## config.mk

```make
export PLATFORM = sky130hd
export DESIGN_NAME = shutter_roll_controller
export DESIGN_NICKNAME = d
export VERILOG_FILES = /design/src/shroll_pkg.sv /design/src/shroll_front.sv /design/src/shroll_queue.sv /design/src/shroll_back.sv /design/src/shutter_roll_controller.sv
export SDC_FILE = /design/constraint.sdc
export NUM_CORES = 1
export LEC_CHECK = 0
export CAP_MARGIN = 20
export CORE_MARGIN = 1
export CORE_UTILIZATION = 40
export DETAILED_ROUTE_END_ITERATION = 6
export DONT_BUFFER_PORTS = 1
export PLACE_DENSITY = 0.51
export SYNTH_ARGS = -nofsm -noshare
export SYNTH_HDL_FRONTEND = slang
export SYNTH_SLANG_ARGS = --single-unit
```

## constraint.sdc

```tcl
create_clock -name clk -period 5.2 [get_ports clk]
set_input_delay 1.04 -clock clk [delete_from_list [all_inputs] [get_ports clk]]
set_output_delay 1.04 -clock clk [all_outputs]
set_load 0.005 [all_outputs]
```

## src/shroll_pkg.sv

```systemverilog
// Shared types and codes for the shutter roll controller.
// Depends on nothing; every other file of the block imports it.
package shroll_pkg;

  // Command ids carried in the first byte of a pair
  localparam logic [7:0] ID_UP_LIMIT   = 8'd1;
  localparam logic [7:0] ID_DOWN_LIMIT = 8'd2;
  localparam logic [7:0] ID_ROLL       = 8'd3;

  // Shutter position codes
  localparam logic [1:0] POS_UP        = 2'd0;
  localparam logic [1:0] POS_DOWN      = 2'd1;
  localparam logic [1:0] POS_ROLL_UP   = 2'd2;
  localparam logic [1:0] POS_ROLL_DOWN = 2'd3;

  // Target direction codes
  localparam logic TARGET_UP = 1'b0;

  // Default depth of the queue between front and back
  localparam int QUEUE_DEPTH = 2;

  // Classified operation handed from front to back
  typedef enum logic [2:0] {
    OP_HOLD     = 3'd0,
    OP_SET_UP   = 3'd1,
    OP_SET_DOWN = 3'd2,
    OP_ROLL     = 3'd3,
    OP_TICK     = 3'd4
  } op_t;

  typedef struct packed {
    op_t         op;
    logic [7:0]  value;
    logic [15:0] distance;
  } entry_t;

endpackage

```

## src/shroll_front.sv

```systemverilog
// Front end: pairs command bytes and classifies every transaction.
// Depends on shroll_pkg.
module shroll_front (
  input  logic                clk,
  input  logic                rst,
  input  logic                item_valid,
  output logic                item_stall,
  input  logic                req_type,
  input  logic [7:0]          rx_byte,
  input  logic [15:0]         distance,
  output logic                push_valid,
  output shroll_pkg::entry_t  push_entry,
  input  logic                queue_full
);
  import shroll_pkg::*;

  logic       byte_phase;
  logic [7:0] first_byte;
  logic       accept;

  assign item_stall = queue_full;
  assign accept     = item_valid && !queue_full;
  assign push_valid = item_valid;

  // Classify the incoming transaction
  always_comb begin
    push_entry.value    = rx_byte;
    push_entry.distance = distance;
    push_entry.op       = OP_HOLD;
    if (req_type) begin
      push_entry.op = OP_TICK;
    end else if (byte_phase) begin
      unique case (first_byte)
        ID_UP_LIMIT:   push_entry.op = OP_SET_UP;
        ID_DOWN_LIMIT: push_entry.op = OP_SET_DOWN;
        ID_ROLL:       push_entry.op = OP_ROLL;
        default:       push_entry.op = OP_HOLD;
      endcase
    end
  end

  // Advance the byte pairing on each accepted command byte
  always_ff @(posedge clk) begin
    if (rst) begin
      byte_phase <= 1'b0;
    end else if (accept && !req_type) begin
      byte_phase <= !byte_phase;
    end
  end

  always_ff @(posedge clk) begin
    if (accept && !req_type && !byte_phase) begin
      first_byte <= rx_byte;
    end
  end

endmodule

```

## src/shroll_queue.sv

```systemverilog
// Short first-in first-out queue of classified transactions.
// Depends on shroll_pkg.
module shroll_queue #(
  parameter int DEPTH = shroll_pkg::QUEUE_DEPTH
) (
  input  logic                clk,
  input  logic                rst,
  input  logic                push_valid,
  input  shroll_pkg::entry_t  push_entry,
  output logic                full,
  output logic                head_valid,
  output shroll_pkg::entry_t  head_entry,
  input  logic                pop
);
  import shroll_pkg::*;

  localparam int PTR_W = (DEPTH > 1) ? $clog2(DEPTH) : 1;
  localparam int CNT_W = $clog2(DEPTH + 1);

  entry_t             slots [DEPTH];
  logic [PTR_W-1:0]   wr_ptr;
  logic [PTR_W-1:0]   rd_ptr;
  logic [CNT_W-1:0]   count;
  logic               push_ok;
  logic               pop_ok;

  assign full       = (count == CNT_W'(DEPTH));
  assign head_valid = (count != '0);
  assign head_entry = slots[rd_ptr];
  assign push_ok    = push_valid && !full;
  assign pop_ok     = pop && head_valid;

  // Write the new entry at the tail
  always_ff @(posedge clk) begin
    if (push_ok) begin
      slots[wr_ptr] <= push_entry;
    end
  end

  // Advance pointers and occupancy
  always_ff @(posedge clk) begin
    if (rst) begin
      wr_ptr <= '0;
      rd_ptr <= '0;
      count  <= '0;
    end else begin
      if (push_ok) begin
        wr_ptr <= (wr_ptr == PTR_W'(DEPTH - 1)) ? '0 : wr_ptr + 1'b1;
      end
      if (pop_ok) begin
        rd_ptr <= (rd_ptr == PTR_W'(DEPTH - 1)) ? '0 : rd_ptr + 1'b1;
      end
      case ({push_ok, pop_ok})
        2'b10:   count <= count + 1'b1;
        2'b01:   count <= count - 1'b1;
        default: count <= count;
      endcase
    end
  end

endmodule

```

## src/shroll_back.sv

```systemverilog
// Back end: applies commands and ticks to the shutter state and
// registers one result per transaction. Depends on shroll_pkg.
module shroll_back (
  input  logic                clk,
  input  logic                rst,
  input  logic                head_valid,
  input  shroll_pkg::entry_t  head_entry,
  output logic                pop,
  output logic                result_valid,
  input  logic                result_stall,
  output logic [1:0]          position,
  output logic                red_led,
  output logic                green_led,
  output logic                yellow_led,
  output logic                arrived,
  output logic [15:0]         report_distance
);
  import shroll_pkg::*;

  logic [7:0]  up_limit, up_limit_next;
  logic [7:0]  down_limit, down_limit_next;
  logic        target, target_next;
  logic        armed, armed_next;
  logic [1:0]  cur_pos, cur_pos_next;
  logic        blink, blink_next;
  logic        red, red_next;
  logic        green, green_next;
  logic        yellow, yellow_next;
  logic        arrived_next;
  logic [15:0] report_next;

  assign pop = head_valid && (!result_valid || !result_stall);

  // Work out the next state and the result of the head transaction
  always_comb begin
    up_limit_next   = up_limit;
    down_limit_next = down_limit;
    target_next     = target;
    armed_next      = armed;
    cur_pos_next    = cur_pos;
    blink_next      = blink;
    red_next        = red;
    green_next      = green;
    yellow_next     = yellow;
    arrived_next    = 1'b0;
    report_next     = '0;
    unique case (head_entry.op)
      OP_SET_UP:   up_limit_next = head_entry.value;
      OP_SET_DOWN: down_limit_next = head_entry.value;
      OP_ROLL: begin
        target_next = head_entry.value[0];
        armed_next  = 1'b1;
      end
      OP_TICK: begin
        if (armed && ({1'b0, target} != cur_pos)) begin
          blink_next  = !blink;
          yellow_next = !blink;
          if (target == TARGET_UP) begin
            red_next     = 1'b0;
            cur_pos_next = POS_ROLL_UP;
            if (head_entry.distance <= {8'd0, up_limit}) begin
              cur_pos_next = POS_UP;
              green_next   = 1'b1;
              yellow_next  = 1'b0;
              arrived_next = 1'b1;
              report_next  = head_entry.distance;
              armed_next   = 1'b0;
            end
          end else begin
            green_next   = 1'b0;
            cur_pos_next = POS_ROLL_DOWN;
            if (head_entry.distance >= {8'd0, down_limit}) begin
              cur_pos_next = POS_DOWN;
              red_next     = 1'b1;
              yellow_next  = 1'b0;
              arrived_next = 1'b1;
              report_next  = head_entry.distance;
              armed_next   = 1'b0;
            end
          end
        end
      end
      default: ;
    endcase
  end

  // Commit the state on each popped transaction
  always_ff @(posedge clk) begin
    if (rst) begin
      up_limit   <= '0;
      down_limit <= '0;
      target     <= TARGET_UP;
      armed      <= 1'b0;
      cur_pos    <= POS_UP;
      blink      <= 1'b0;
      red        <= 1'b0;
      green      <= 1'b1;
      yellow     <= 1'b0;
    end else if (pop) begin
      up_limit   <= up_limit_next;
      down_limit <= down_limit_next;
      target     <= target_next;
      armed      <= armed_next;
      cur_pos    <= cur_pos_next;
      blink      <= blink_next;
      red        <= red_next;
      green      <= green_next;
      yellow     <= yellow_next;
    end
  end

  // Hold the result until it is taken
  always_ff @(posedge clk) begin
    if (rst) begin
      result_valid <= 1'b0;
    end else if (pop) begin
      result_valid <= 1'b1;
    end else if (!result_stall) begin
      result_valid <= 1'b0;
    end
  end

  always_ff @(posedge clk) begin
    if (pop) begin
      position        <= cur_pos_next;
      red_led         <= red_next;
      green_led       <= green_next;
      yellow_led      <= yellow_next;
      arrived         <= arrived_next;
      report_distance <= report_next;
    end
  end

endmodule

```

## src/shutter_roll_controller.sv

```systemverilog
// Top level of the shutter roll controller: front end, queue and back end.
// Depends on shroll_pkg, shroll_front, shroll_queue and shroll_back.
//
// Accepts one transaction per clock while item_stall is low, either a serial
// command byte or a roll tick carrying a distance, and returns exactly one
// result per transaction, in order, registered first in the queue and then
// in the result register. Byte pairs form commands: id 1 sets the up limit,
// id 2 the down limit, id 3 sets the target from bit 0 and arms rolling;
// other ids are dropped. Throughput is one transaction per cycle while
// result_stall is low, set by the state update in the back end; a stalled
// result backs up into the QUEUE_DEPTH-entry queue before item_stall rises.
// Limits reset to zero, the green lamp resets on.
module shutter_roll_controller #(
  parameter int QUEUE_DEPTH = shroll_pkg::QUEUE_DEPTH
) (
  input  logic        clk,
  input  logic        rst,
  input  logic        item_valid,
  output logic        item_stall,
  input  logic        req_type,
  input  logic [7:0]  rx_byte,
  input  logic [15:0] distance,
  output logic        result_valid,
  input  logic        result_stall,
  output logic [1:0]  position,
  output logic        red_led,
  output logic        green_led,
  output logic        yellow_led,
  output logic        arrived,
  output logic [15:0] report_distance
);
  import shroll_pkg::*;

  logic   push_valid;
  entry_t push_entry;
  logic   queue_full;
  logic   head_valid;
  entry_t head_entry;
  logic   pop;

  shroll_front u_front (
    .clk        (clk),
    .rst        (rst),
    .item_valid (item_valid),
    .item_stall (item_stall),
    .req_type   (req_type),
    .rx_byte    (rx_byte),
    .distance   (distance),
    .push_valid (push_valid),
    .push_entry (push_entry),
    .queue_full (queue_full)
  );

  shroll_queue #(
    .DEPTH (QUEUE_DEPTH)
  ) u_queue (
    .clk        (clk),
    .rst        (rst),
    .push_valid (push_valid),
    .push_entry (push_entry),
    .full       (queue_full),
    .head_valid (head_valid),
    .head_entry (head_entry),
    .pop        (pop)
  );

  shroll_back u_back (
    .clk             (clk),
    .rst             (rst),
    .head_valid      (head_valid),
    .head_entry      (head_entry),
    .pop             (pop),
    .result_valid    (result_valid),
    .result_stall    (result_stall),
    .position        (position),
    .red_led         (red_led),
    .green_led       (green_led),
    .yellow_led      (yellow_led),
    .arrived         (arrived),
    .report_distance (report_distance)
  );

endmodule

```

==> flow_metrics.tcl <==
set metrics [dict create \
    synth_cell_area_um2 4880 \
    final.period_utilization_pct 73.5 \
    track_usage_pct 16.0 \
    final_max_slew_viol_count 0 \
    detail-route-antenna-nets 0 \
    p_leak_nw 1.92 \
    syn_avg_cell_area_um2 14.0 \
    numCtsBuffers 17 \
    comb_power_share_pct 15.9 \
    antenna_cells_inserted 0 \
    cts-hold-fix-buffers 0 \
    synth_nets 395 \
    final_nets 404 \
    final-seq-area_um2 3140 \
    drc_errors 0 \
    worst_slew_margin_rel_pct 26.6 \
    final.setup.tns_ns 0 \
    dieArea_um2 12600 \
    cts-root-to-sink-buffers 2 \
    achievable-frequency_mhz 262 \
    grt_first_pass_wirelength_mm 14.7 \
    synthesis.instances 349 \
    endpoint_type_of_the_worst_setup_path "flop" \
    tritoncts "done" \
    cts-resized-gates 0 \
    die-height_um 112 \
    p_seq_share_pct 44.8 \
    worstPathMaxFanout 19 \
    p_sw_share_pct 27.5 \
    area_occupied_by_multi_input_gates_um2 1590 \
    cellPowerDensity_nw_per_um2 518 \
    globalplace.congestion 0.769 \
    synthArstFlopShare_pct 0 \
    outcome "complete, no violations" \
    cts_max_level 4 \
    die_w_um 112 \
    routed_vias 2744 \
    fp_rows 39 \
    setup_violations 0 \
    layout_common_cells "84 x sky130_fd_sc_hd__edfxtp_1, 31 x sky130_fd_sc_hd__nor2_1, 31 x sky130_fd_sc_hd__dfxtp_1" \
    drive_above_1_share_pct 16.7 \
    layout.cells.most_common "sky130_fd_sc_hd__edfxtp_1" \
    synth-edff-count 84 \
    route.detailed.wl_per_inst_um 17.6 \
    post-cts-setup-buffer-count 0 \
    clock_sinks 115 \
    synth_seq_cells 115 \
    fillCellCount 1020 \
    final.min_clock_period_ns 3.82 \
    post_synthesis_sequential_area_ratio_pct 64.4 \
    power.share.clock_pct 39.2 \
    drt_pass_1_iters 4 \
    placement.setup.worst_slack_ns 1.41 \
    layout.core_utilization_pct 48.0 \
    floorplan.io_pins 53 \
    crit_type "flop to flop" \
    cap_violations 0 \
    area_growth_syn_to_layout_pct 14.8 \
    place.port_buffers 0 \
    critPathRequiredTime_ns 5.32 \
    remaining_global_route_overflow 0 \
    internal_power_w 0.00210 \
    core-area_um2 11700 \
    vias_in_the_first_global_route 2777 \
    synth_cell_type_count 56 \
    hold_violations 0 \
    p_sw_w 0.000799 \
    hpwl_mm 6.26 \
    timing.final.ws_setup_ns 1.38 \
    tightestPinTransition_ns 1.10 \
    unrepaired_setup_endpoints_after_global_routing "no" \
    critPathLaunchType "flop" \
    clock_root_buffer "sky130_fd_sc_hd__clkbuf_16" \
    grt_max_degree 31 \
    routed_wirelength_mm 9.05 \
    cp_data_arrival_time_ns 3.94 \
    synth_top_flop_cell "sky130_fd_sc_hd__edfxtp_1" \
    post_drt_via_cell_ratio 5.34 \
    ir_worst_vdd_uv 248 \
    detail_route.iter0.violations 122 \
    worstSkewPairLatency_ns 0.41 \
    antenna_found_initial 0 \
    finalClockSkew_ns 0.00513 \
    clk_pin_slew_ns 0.05 \
    ys.warnings.count 0 \
    worst_hold_path_type "flop to flop" \
    starting_density_of_the_core_pct 41.8 \
]
metrics by stage:
step / area (µm²) / instances / hold slack, ns / total power (W)
detailed placement: 5000 / 482 / 0.470 / 0.00180
CTS: 5600 / 514 / 0.478 / 0.00294
finish: 5600 / 514 / 0.477 / 0.00290
global placement: 5000 / 481 / 0.455 / 0.00179
floorplan: 4880 / 349 / 0.445 / 0.00166
global route: 5600 / 514 / 0.502 / 0.00305
path summary, 6_finish.rpt:
check	startpoint	endpoint	slack (ns)	cells past startpoint
setup / recovery	flop	u_back.report_distance[13]$_SDFFCE_PN0P_	1.38	8
hold / removal	u_back.yellow$_SDFFE_PP0P_	u_back.yellow$_SDFFE_PP0P_	0.48	2
setup reg to reg	flop	u_back.report_distance[13]$_SDFFCE_PN0P_	1.38	8
hold reg to reg	u_back.yellow$_SDFFE_PP0P_	u_back.yellow$_SDFFE_PP0P_	0.48	2
power groups by stage:
stage	sequential [W]	combinational, W	clock (W)
2_1_floorplan	0.00128	0.000385	0
3_3_place_gp	0.00132	0.000464	0
3_5_place_dp	0.00132	0.000472	0
4_1_cts	0.00131	0.000476	0.00116
5_1_grt	0.00132	0.000529	0.00120
6_report	0.00130	0.000463	0.00114
layer usage:
metal / vias up / global-route usage (%) / wire [µm]
li1: 1354 / - / -
met1: 1314 / 19.7 / 4120
met2: 55 / 25.1 / 4350
met3: 21 / 4.97 / 349
met4: 0 / 9.07 / 224
met5: - / 0 / 0
sequential cells by signal (all words and copies together), names as in the netlist, 2 cells and up, named ones only:
signal                  flops
u_back.down_limit           8
u_back.up_limit             8
u_back.cur_pos              2
u_back.position             2
u_queue.count               2
u_front.first_byte          8
u_back.report_distance     16
u_queue.slots              54
synthesized netlist by cell type, drive strengths merged (2+ instances only):
| cell type | n | share of area (%) |
|---|---|---|
| ha | 17 | 4.4 |
| and3 | 2 | 0.26 |
| dfxtp | 31 | 13 |
| buf | 10 | 1.5 |
| xnor2 | 3 | 0.54 |
| nand3 | 2 | 0.31 |
| mux2 | 7 | 1.6 |
| nor2b | 6 | 0.77 |
| a2bb2oi | 2 | 0.36 |
| nor4b | 3 | 0.85 |
| nand2 | 12 | 1.1 |
| nor2 | 35 | 3.0 |
| mux2i | 18 | 3.7 |
| o31ai | 2 | 0.59 |
| a31oi | 3 | 0.38 |
| nand3b | 2 | 0.56 |
| nand4 | 2 | 0.26 |
| a21oi | 10 | 1.0 |
| and4 | 7 | 1.3 |
| or3 | 2 | 0.26 |
| xor2 | 3 | 0.54 |
| clkbuf | 4 | 0.31 |
| o221a | 2 | 0.64 |
| and2 | 3 | 0.38 |
| o21ai | 8 | 0.82 |
| nor4 | 16 | 2.3 |
| a211oi | 19 | 3.1 |
| nor3 | 3 | 0.31 |
| edfxtp | 84 | 52 |
| inv | 18 | 1.4 |
cells by family (layout without fill, tap and decap cells):
| group | after synthesis | in the layout | synth area share [%] |
|---|---|---|---|
| xor gates and xnor gates | 6 | 6 | 1.08 |
| and+or+nand+nor | 99 | 99 | 12.4 |
| DFF | 115 | 115 | 64.4 |
| muxes | 25 | 25 | 5.31 |
| buffers and inverters | 32 | 54 | 3.20 |
| AOI/OAI and AO/OA | 55 | 55 | 9.28 |
| adders and majority gates | 17 | 17 | 4.36 |
cell type report:
cell class,instances,share of cell area [%]
clock buffers,22,9.05
clock inverters,10,1.63
inverters,18,1.21
multi-input cells,202,28.3
flip-flops and latches,115,56.1
well taps,143,3.19
repair buffers,4,0.492
worst max-delay path, cell delays in order, from the launching register on:
cell                       delay [ns]
sky130_fd_sc_hd__dfxtp_1         1.04
sky130_fd_sc_hd__buf_4           0.41
sky130_fd_sc_hd__mux2_2          0.40
sky130_fd_sc_hd__ha_1            0.29
sky130_fd_sc_hd__nor2b_1         0.12
sky130_fd_sc_hd__o211ai_1        0.11
sky130_fd_sc_hd__a211o_1         0.31
sky130_fd_sc_hd__a31oi_1         0.70
sky130_fd_sc_hd__nor4_1          0.13
Power figures use the tool's default switching activity.
